<file path="src/hdl/cfs_pkg.sv">
// ----------------------------------------------------------------------------
// cfs_pkg
// Shared types and constants of the command frame serializer.
// ----------------------------------------------------------------------------
package cfs_pkg;

    // frame constants
    localparam logic [7:0] HDR_BYTE  = 8'h6D;
    localparam logic [7:0] MAN_SIZE  = 8'h0A;
    localparam logic [7:0] MAN_TYPE  = 8'h00;
    localparam logic [7:0] GAIN_SIZE = 8'h0D;
    localparam logic [7:0] GAIN_TYPE = 8'h01;

    localparam int FRAME_BYTES = 16;
    localparam int IDX_W       = $clog2(FRAME_BYTES);

    // index of the checksum byte for each frame kind
    localparam logic [IDX_W-1:0] MAN_LAST  = IDX_W'(12);
    localparam logic [IDX_W-1:0] GAIN_LAST = IDX_W'(15);

    // frame kinds
    typedef enum logic {
        OP_MANEUVER = 1'b0,
        OP_GAIN     = 1'b1
    } opcode_t;

    // one fully built frame, checksum included
    typedef struct packed {
        logic [FRAME_BYTES-1:0][7:0] bytes;
        logic [IDX_W-1:0]            last_idx;
    } frame_t;

    // status of the frame queue
    typedef struct packed {
        logic full;
        logic empty;
    } queue_status_t;

endpackage

</file>
<file path="src/hdl/cfs_front.sv">
// ----------------------------------------------------------------------------
// cfs_front
// Accepts command items, classifies them and builds the complete frame.
// ----------------------------------------------------------------------------
module cfs_front
(
    input  logic            clk,
    input  logic            rst_n,
    input  logic            in_valid,
    output logic            in_stall,
    input  logic            opcode,
    input  logic [7:0]      status_flags,
    input  logic [15:0]     pitch_cmd,
    input  logic [15:0]     roll_cmd,
    input  logic [15:0]     throttle_cmd,
    input  logic [15:0]     yaw_cmd,
    input  logic [23:0]     pitch_gains,
    input  logic [23:0]     roll_gains,
    input  logic [23:0]     lift_gains,
    input  logic [23:0]     yaw_gains,
    output logic            push,
    output cfs_pkg::frame_t push_frame,
    input  logic            queue_full
);
    import cfs_pkg::*;

    logic   front_valid_reg;
    logic   front_valid_next;
    frame_t frame_reg;
    frame_t frame_next;
    logic [7:0] sum;

    // build the frame body and checksum
    always_comb
    begin
        frame_next = '0;
        frame_next.bytes[0] = HDR_BYTE;
        case (opcode_t'(opcode))
            OP_MANEUVER:
            begin
                frame_next.bytes[1]  = MAN_SIZE;
                frame_next.bytes[2]  = MAN_TYPE;
                frame_next.bytes[3]  = status_flags;
                frame_next.bytes[4]  = pitch_cmd[7:0];
                frame_next.bytes[5]  = pitch_cmd[15:8];
                frame_next.bytes[6]  = roll_cmd[7:0];
                frame_next.bytes[7]  = roll_cmd[15:8];
                frame_next.bytes[8]  = throttle_cmd[7:0];
                frame_next.bytes[9]  = throttle_cmd[15:8];
                frame_next.bytes[10] = yaw_cmd[7:0];
                frame_next.bytes[11] = yaw_cmd[15:8];
                frame_next.last_idx  = MAN_LAST;
            end
            OP_GAIN:
            begin
                frame_next.bytes[1]  = GAIN_SIZE;
                frame_next.bytes[2]  = GAIN_TYPE;
                frame_next.bytes[3]  = pitch_gains[7:0];
                frame_next.bytes[4]  = pitch_gains[15:8];
                frame_next.bytes[5]  = pitch_gains[23:16];
                frame_next.bytes[6]  = roll_gains[7:0];
                frame_next.bytes[7]  = roll_gains[15:8];
                frame_next.bytes[8]  = roll_gains[23:16];
                frame_next.bytes[9]  = lift_gains[7:0];
                frame_next.bytes[10] = lift_gains[15:8];
                frame_next.bytes[11] = lift_gains[23:16];
                frame_next.bytes[12] = yaw_gains[7:0];
                frame_next.bytes[13] = yaw_gains[15:8];
                frame_next.bytes[14] = yaw_gains[23:16];
                frame_next.last_idx  = GAIN_LAST;
            end
            default:
            begin
                frame_next.last_idx = MAN_LAST;
            end
        endcase
        // unused body bytes are zero, so they drop out of the xor
        sum = '0;
        for (int i = 0; i < FRAME_BYTES - 1; i++)
        begin
            sum = sum ^ frame_next.bytes[i];
        end
        frame_next.bytes[frame_next.last_idx] = sum;
    end

    // hand-off to the queue
    assign push     = front_valid_reg && !queue_full;
    assign in_stall = front_valid_reg && queue_full;

    assign front_valid_next = in_stall ? front_valid_reg : in_valid;

    // front stage register
    always_ff @(posedge clk or negedge rst_n)
    begin
        if (!rst_n)
        begin
            front_valid_reg <= 1'b0;
        end
        else
        begin
            front_valid_reg <= front_valid_next;
        end
    end

    always_ff @(posedge clk)
    begin
        if (!in_stall)
        begin
            frame_reg <= frame_next;
        end
    end

    assign push_frame = frame_reg;

endmodule

</file>
<file path="src/hdl/cfs_queue.sv">
// ----------------------------------------------------------------------------
// cfs_queue
// Two-entry frame queue between the front and the back.
// ----------------------------------------------------------------------------
module cfs_queue
(
    input  logic                  clk,
    input  logic                  rst_n,
    input  logic                  push,
    input  cfs_pkg::frame_t       push_frame,
    input  logic                  pop,
    output cfs_pkg::frame_t       head_frame,
    output cfs_pkg::queue_status_t status
);
    import cfs_pkg::*;

    frame_t     entry_reg [2];
    logic       wr_ptr_reg;
    logic       wr_ptr_next;
    logic       rd_ptr_reg;
    logic       rd_ptr_next;
    logic [1:0] count_reg;
    logic [1:0] count_next;
    logic       do_push;
    logic       do_pop;

    assign status.full  = (count_reg == 2'd2);
    assign status.empty = (count_reg == 2'd0);

    assign do_push = push && !status.full;
    assign do_pop  = pop && !status.empty;

    // pointer and fill count update
    always_comb
    begin
        wr_ptr_next = do_push ? !wr_ptr_reg : wr_ptr_reg;
        rd_ptr_next = do_pop ? !rd_ptr_reg : rd_ptr_reg;
        count_next  = count_reg + {1'b0, do_push} - {1'b0, do_pop};
    end

    always_ff @(posedge clk or negedge rst_n)
    begin
        if (!rst_n)
        begin
            wr_ptr_reg <= 1'b0;
            rd_ptr_reg <= 1'b0;
            count_reg  <= 2'd0;
        end
        else
        begin
            wr_ptr_reg <= wr_ptr_next;
            rd_ptr_reg <= rd_ptr_next;
            count_reg  <= count_next;
        end
    end

    // entry storage
    always_ff @(posedge clk)
    begin
        if (do_push)
        begin
            entry_reg[wr_ptr_reg] <= push_frame;
        end
    end

    assign head_frame = entry_reg[rd_ptr_reg];

endmodule

</file>
<file path="src/hdl/cfs_back.sv">
// ----------------------------------------------------------------------------
// cfs_back
// Walks the frame at the queue head one byte per transfer into the output
// register, and retires the frame after its checksum byte.
// ----------------------------------------------------------------------------
module cfs_back
(
    input  logic                   clk,
    input  logic                   rst_n,
    input  cfs_pkg::frame_t        head_frame,
    input  cfs_pkg::queue_status_t qstat,
    output logic                   pop,
    output logic                   out_valid,
    input  logic                   out_stall,
    output logic [7:0]             frame_byte,
    output logic                   last_byte
);
    import cfs_pkg::*;

    logic             out_valid_reg;
    logic             out_valid_next;
    logic [7:0]       byte_reg;
    logic [7:0]       byte_next;
    logic             last_reg;
    logic             last_next;
    logic [IDX_W-1:0] idx_reg;
    logic [IDX_W-1:0] idx_next;
    logic             load;
    logic             at_last;

    assign load    = !out_valid_reg || !out_stall;
    assign at_last = (idx_reg == head_frame.last_idx);
    assign pop     = load && !qstat.empty && at_last;

    // next output byte and position in the frame
    always_comb
    begin
        out_valid_next = out_valid_reg;
        byte_next      = byte_reg;
        last_next      = last_reg;
        idx_next       = idx_reg;
        if (load)
        begin
            out_valid_next = !qstat.empty;
            if (!qstat.empty)
            begin
                byte_next = head_frame.bytes[idx_reg];
                last_next = at_last;
                idx_next  = at_last ? '0 : idx_reg + 1'b1;
            end
        end
    end

    always_ff @(posedge clk or negedge rst_n)
    begin
        if (!rst_n)
        begin
            out_valid_reg <= 1'b0;
            idx_reg       <= '0;
        end
        else
        begin
            out_valid_reg <= out_valid_next;
            idx_reg       <= idx_next;
        end
    end

    always_ff @(posedge clk)
    begin
        byte_reg <= byte_next;
        last_reg <= last_next;
    end

    assign out_valid  = out_valid_reg;
    assign frame_byte = byte_reg;
    assign last_byte  = last_reg;

endmodule

</file>
<file path="src/hdl/command_frame_serializer.sv">
// ----------------------------------------------------------------------------
// command_frame_serializer
// Packs a command item into a checksummed serial frame, one byte per transfer.
// ----------------------------------------------------------------------------
// usage
//   input channel: in_valid / in_stall with the command fields; opcode 0
//   sends a 13-byte maneuver frame, opcode 1 a 16-byte gain frame
//   output channel: out_valid / out_stall with frame_byte and last_byte;
//   last_byte marks the checksum byte that closes each frame
//   path: after the input transfer the frame passes the front register,
//   then a queue entry, and its header byte then the output register
//   throughput: one output byte per cycle while the receiver does not stall;
//   the back end's byte counter sets this, and queued frames follow each
//   other with no gap
//   the front holds one frame and the queue two more, so input transfers
//   keep being taken while earlier frames are still streaming out
//   reset: all valid flags and the queue clear, no frame is in flight
//   receiver stall: the output byte holds, the back end stops, the queue
//   fills and in_stall rises once the front cannot hand off its frame
// ----------------------------------------------------------------------------
module command_frame_serializer
(
    input  logic        clk,
    input  logic        rst_n,
    input  logic        in_valid,
    output logic        in_stall,
    input  logic        opcode,
    input  logic [7:0]  status_flags,
    input  logic [15:0] pitch_cmd,
    input  logic [15:0] roll_cmd,
    input  logic [15:0] throttle_cmd,
    input  logic [15:0] yaw_cmd,
    input  logic [23:0] pitch_gains,
    input  logic [23:0] roll_gains,
    input  logic [23:0] lift_gains,
    input  logic [23:0] yaw_gains,
    output logic        out_valid,
    input  logic        out_stall,
    output logic [7:0]  frame_byte,
    output logic        last_byte
);
    import cfs_pkg::*;

    logic          push;
    logic          pop;
    frame_t        push_frame;
    frame_t        head_frame;
    queue_status_t qstat;

    // classify and build frames
    cfs_front u_front
    (
        .clk          (clk),
        .rst_n        (rst_n),
        .in_valid     (in_valid),
        .in_stall     (in_stall),
        .opcode       (opcode),
        .status_flags (status_flags),
        .pitch_cmd    (pitch_cmd),
        .roll_cmd     (roll_cmd),
        .throttle_cmd (throttle_cmd),
        .yaw_cmd      (yaw_cmd),
        .pitch_gains  (pitch_gains),
        .roll_gains   (roll_gains),
        .lift_gains   (lift_gains),
        .yaw_gains    (yaw_gains),
        .push         (push),
        .push_frame   (push_frame),
        .queue_full   (qstat.full)
    );

    // decoupling queue
    cfs_queue u_queue
    (
        .clk        (clk),
        .rst_n      (rst_n),
        .push       (push),
        .push_frame (push_frame),
        .pop        (pop),
        .head_frame (head_frame),
        .status     (qstat)
    );

    // byte serializer
    cfs_back u_back
    (
        .clk        (clk),
        .rst_n      (rst_n),
        .head_frame (head_frame),
        .qstat      (qstat),
        .pop        (pop),
        .out_valid  (out_valid),
        .out_stall  (out_stall),
        .frame_byte (frame_byte),
        .last_byte  (last_byte)
    );

    // queue cannot be full and empty at once
    assert property (@(posedge clk) disable iff (!rst_n)
        !(qstat.full && qstat.empty))
    else $error("frame queue full and empty at once");

    // input only stalls on a full queue
    assert property (@(posedge clk) disable iff (!rst_n)
        in_stall |-> qstat.full)
    else $error("input stalled with room in the queue");

    // a frame streams without gaps until its checksum byte
    assert property (@(posedge clk) disable iff (!rst_n)
        (out_valid && !out_stall && !last_byte) |=> out_valid)
    else $error("gap inside a frame");

    // a pop only happens with a byte leaving for the output register
    assert property (@(posedge clk) disable iff (!rst_n)
        pop |=> (out_valid && last_byte))
    else $error("frame retired without its checksum byte");

endmodule

</file>
<file path="config.mk">
export PLATFORM = sky130hd
export DESIGN_NAME = command_frame_serializer
export DESIGN_NICKNAME = d
export VERILOG_FILES = /design/src/hdl/cfs_pkg.sv /design/src/hdl/cfs_front.sv /design/src/hdl/cfs_queue.sv /design/src/hdl/cfs_back.sv /design/src/hdl/command_frame_serializer.sv
export SDC_FILE = /design/constraint.sdc
export NUM_CORES = 1
export LEC_CHECK = 0
export ABC_AREA = 1
export ABC_CLOCK_PERIOD_IN_PS = 9850
export BUFFER_PORTS_ARGS = -buffer_cell sky130_fd_sc_hd__buf_2
export CAP_MARGIN = 40
export CORE_ASPECT_RATIO = 1.75
export CORE_UTILIZATION = 46
export CTS_CLUSTER_DIAMETER = 40
export DETAILED_ROUTE_END_ITERATION = 10
export PLACE_DENSITY = 0.72
export SYNTH_ARGS = -nofsm -noshare
export SYNTH_HDL_FRONTEND = slang
export SYNTH_SLANG_ARGS = --single-unit
</file>
<file path="constraint.sdc">
create_clock -name clk -period 9.85 [get_ports clk]
set_input_delay 1.97 -clock clk [delete_from_list [all_inputs] [get_ports clk]]
set_output_delay 1.97 -clock clk [all_outputs]
set_load 0.02 [all_outputs]
</file>
### Word level (Yosys, flattened, before mapping)

Memory sizes are Yosys's and may differ from the RTL's.
Index checks and enable logic that the tools add are counted.

| cells by class | value |
|---|---|
| add/sub/neg operators | 3 |
| magnitude comparators | 3 |
| equality and inequality tests | 2 |
| muxes and demuxes | 11 |
| bitwise operators | 16 |
| reductions and logical operators | 16 |

Operator list:

| operator | number |
|---|---|
| $pmux W88 S2 | 1 |
| $bwmux W128 | 1 |
| $xor A8 B8 Y8 | 13 |
| $bmux W8 S4 | 1 |
| $demux W8 S4 | 1 |
| $mux W24 | 1 |
| $mux W8 | 2 |
| $lt A4 B5 Y1 const B | 2 |
| $pmux W4 S2 | 1 |
| $logic_and A1 B1 Y1 | 7 |
| $logic_not A1 Y1 | 6 |
| $not A5 Y5 | 1 |
| $add A4 B1 Y4 const B | 1 |
| $eq A4 B4 Y1 | 1 |
| $ge A4 B1 Y1 const B | 1 |
| $mux W4 | 1 |
| $add A2 B1 Y2 | 1 |
| $eq A2 B2 Y1 const B | 1 |
| $logic_not A2 Y1 | 1 |
| $mux W1 | 2 |
| $not A1 Y1 | 2 |
| $reduce_and A2 Y1 | 1 |
| $sub A2 B1 Y2 | 1 |
| $logic_or A1 B1 Y1 | 1 |

| word-level totals | value |
|---|---|
| register bits after elaboration | 151 |
| bits in writable memories | 264 |
| output and inout bits | 11 |
| memories kept | 1 |

Memories:

| name | words | bits a word | read ports | clocked after memory_dff | wr ports | line | RTL |
|---|---|---|---|---|---|---|---|
| u_queue.entry_reg | 2 | 132 | 1 | 0 | 1 | cfs_queue.sv:17 | `frame_t entry_reg [2];` |

### Depth between registers and ports, before layout

| depth | value |
|---|---|
| depth in word-level cells | 17 |
| mapped depth | 18 |
| depth with buffers taken out | 15 |

### By module

A second synthesis with hierarchy kept.

| unflattened totals | value |
|---|---|
| cells, all modules | 1,943 |
| area total of the unflattened synthesis | 18,487.7 µm² |

By module, submodules not included:

| module | instances | cells an instance | area each (µm²) | seq. area each (µm²) |
|---|---|---|---|---|
| cfs_queue | 1 | 723 | 9,857.0 | 8,027.7 |
| cfs_front | 1 | 778 | 6,351.1 | 3,208.1 |
| cfs_back | 1 | 442 | 2,279.7 | 395.4 |

### Worst setup path after synthesis

Ideal clock, no wire load.

| path | value |
|---|---|
| kind | flip-flop to output port |
| start point | register u_queue.count_reg[0] |
| end point | output in_stall |
| data arrival time | 3.864 ns |
| data required time | 7.880 ns |
| slack | 4.016 ns |
| cell stages (with the launch flop) | 4 |
| buffers on the path | 0 |
| cells stage by stage | dfrtp_1 -> inv_1 -> nand3_1 -> inv_1 |

| on the way | value |
|---|---|
| cells in the longest elaborated chain, start to end | 2 |

RTL lines:

| what | line | RTL |
|---|---|---|
| start, declared | cfs_queue.sv:22 | `logic [1:0] count_reg;` |
| start signal, assigned | cfs_queue.sv:53 | `count_reg <= count_next;` |
| $eq A2 B2 Y1 | cfs_queue.sv:27 | `assign status.full = (count_reg == 2'd2);` |
| $logic_and A1 B1 Y1 | cfs_front.sv:88 | `assign in_stall = front_valid_reg && queue_full;` |
| end, declared | command_frame_serializer.sv:26 | `output logic in_stall,` |

No other way between the ends.

### Worst setup path after layout

Ends and elaborated chain as after synthesis.

==> key figures <==
Route
  – # DRC: 6
  – Vias/cell: 5.23
  – DR pass1 iterations: 8
  – Routed wire length: 32,500 µm
  – 1st-iter DRT viols: 770
  – DRT antenna net count: 0
  – Routed len/inst: 16.2 µm
  – Vias: 10,500

Finish
  – Inserted Diodes: 0
  – Layout Nets: 1,764
  – Max reg flops: 212
  – Share of cells above drive strength 1: 16.3%
  – P&R area growth vs syn: 14.5%
  – Fin util: 53.4%

Critical path
  – Worst Path Arrival: 2.08 ns
  – Critical path's largest stage delay: 0.52 ns
  – Startpoint types: flip-flop
  – Critical path endpoint category: primary output
  – Critical path's slowest cell: nand3_4
  – Critical Path RT: 7.88 ns
  – Crit Path Max Fanout: 44
  – Crit-path cells: inv_1 > nand3_4 > inv_1 > buf_2
  – Most repeated library cell on the critical path: inv_1
  – R2r setup slk: 7.14 ns
  – Crit path kind: reg2out

Clock network
  – TritonCTS clock tree: done
  – Worst skew pair latency: 0.56 ns
  – Clock sinks: 337
  – CTS Root Cell: clkbuf_16
  – Cts hold-fix bufs: 0
  – Clock-pin slew on the worst setup and hold paths: 0.07 ns
  – Total CTS buffers: 29
  – Max clock buf depth: 3
  – PostCTS Resize Cnt: 0
  – CTS H-tree lvls: 1
  – Setup bufs post-CTS: 0

Floorplanning
  – FP Rows: 87
  – Die Y: 241 µm
  – Core area: 32,200 µm²
  – Die area: 33,400 µm²
  – DIE WIDTH: 139 µm
  – Initial Util: 46.6%
  – IO Pins: 184

Yosys
  – Mapped Cells: 1,421
  – Distinct cells, synth: 42
  – Post-synth top area share: 65.4%
  – Dominant synthesized flop cell: edfxtp_1
  – Largest cells by area after synthesis: edfxtp_1, nand2_1, o21ai_0, inv_1, nor2_1
  – Yosys warning total: 0
  – Post-synth top cells: nand2_1, edfxtp_1, o21ai_0
  – Synthesized area per cell: 10.6 µm²
  – Count leader, synth: nand2_1
  – Area leader, netlist: edfxtp_1
  – Sequential area share after synthesis: 67.0%
  – Synthesized netlist net count: 1,598
  – Synth Cell Area: 15,000 µm²
  – Ys async rst share: 2.97%
  – Count of flip-flops with a built-in enable after synthesis: 327
  – Yosys reg bits: 337

Power
  – Power per cell area: 281 nW/µm²
  – Worst vdd ir: 0.148 mV
  – Tot Pwr: 0.00484 W
  – Lkg Pwr: 7.35 nW

STA
  – Crit path time final: 4.05 ns
  – Final Slew Violations: 0
  – Unrepaired setup endpoints after global routing: false
  – Tightest Pin Transition: 0.891 ns
  – Final Worst Setup Slack: 5.80 ns
  – Hold Violations, Final: 0
  – Max frequency: 247 MHz
  – Period Utilization, post-route: 41.1%
  – Final Skew: 0.0141 ns
  – Setup violations, final: 0
  – Max_slew headroom: 40.6%
  – Setup TNS: 0 ns
  – WHS: 0.440 ns

Placed design
  – Routability cong.: 0.819
  – I/O Buffers: 183
  – Pre-CTS setup slack: 5.33 ns
  – Post-DP HPWL: 21,700 µm

GRT
  – Initial antenna violation count: 0
  – GRT Util Overall: 19.5%
  – First-pass GRT wire length: 50,500 µm
  – Largest net degree at the start of global routing: 87
  – Vias in the first global route: 9,845
  – GR Overflow Total: 0

Run status
  – Status: finished, violations left
  – Failing checks: design-rule violations

Job
  – Max_cap viols: 0

Hold path
  – Worst min path class: reg2reg
metal layers:
| layer | wire, µm | up-vias | global-route usage, % |
|---|---|---|---|
| met1 | 12700 | 4921 | 23.3 |
| met4 | 1100 | 0 | 8.32 |
| met5 | 0 | - | 0 |
| met2 | 16800 | 334 | 35.4 |
| met3 | 1900 | 66 | 2.48 |
| li1 | - | 5162 | - |
per-stage QoR:
stage               cell area, µm²  cells
floorplan                    15000   1421
global placement             16200   1952
detailed placement           16300   1956
CTS                          17200   2005
global route                 17200   2005
finish                       17200   2005
cells by family after synthesis:
family | count (synthesis) | share of synthesized area (%)
DFF | 337 | 67.0
buffers and inverters | 185 | 5.35
xor gates and xnor gates | 26 | 1.57
adders and majority gates | 4 | 0.333
AOI/OAI and AO/OA | 211 | 7.99
muxes | 8 | 0.575
and+or+nand+nor | 650 | 17.2
critical path: cells and delay by family, from the launching register on:
family,cells,cell delay (ns)
buffers and inverters,3,0.62
flip-flops,1,0.37
AND/OR/NAND/NOR,1,0.52
report_power, final:
group	switching, W	internal [W]
combinational	0.000951	0.000396
sequential	0.000167	0.00223
clock	0.000507	0.000597
total	0.00163	0.00322
cell usage in the layout (no fill, tap or decap), types with 7 or more instances in the layout:
| master | synthesis | layout |
|---|---|---|
| nand2_1 | 452 | 452 |
| edfxtp_1 | 327 | 327 |
| buf_2 | 13 | 182 |
| o21ai_0 | 119 | 119 |
| inv_1 | 118 | 117 |
| nor2_1 | 113 | 111 |
| nand3_1 | 61 | 60 |
| clkbuf_16 | 0 | 29 |
| o22ai_1 | 25 | 25 |
| o21ai_1 | 19 | 19 |
| a21oi_1 | 14 | 14 |
| xnor2_1 | 14 | 14 |
| buf_4 | 10 | 14 |
| o221ai_1 | 12 | 12 |
| xor2_1 | 11 | 11 |
| nand4_1 | 9 | 9 |
| o211ai_1 | 9 | 9 |
| dfrtp_1 | 10 | 9 |
| clkinv_1 | 1 | 7 |
worst paths after layout:
kind | depth (start not counted) | startpoint | end
max | 4 | u_queue.count_reg[0] | in_stall
min | 0 | u_front.push_frame[85] | u_queue.entry_reg[0][85]
max reg2reg | 5 | u_queue.count_reg[1] | u_queue.entry_reg[0][126]
min reg2reg | 0 | u_front.push_frame[85] | u_queue.entry_reg[0][85]
max in group asynchronous | 1 | rst_n | u_queue.rd_ptr_reg
min in group asynchronous | 1 | rst_n | u_front.front_valid_reg
area by class of cell:
class                           instances  area [µm²]
Sequential cell                       337       10100
Multi-Input combinational cell        899        4180
Clock inverter                         18         171
Clock buffer                           31         733
Inverter                              120         453
Fill cell                            2774       15000
Tap cell                              400         500
Timing Repair Buffer                  200        1100
Note: power is estimated with default switching activity, not from simulation.
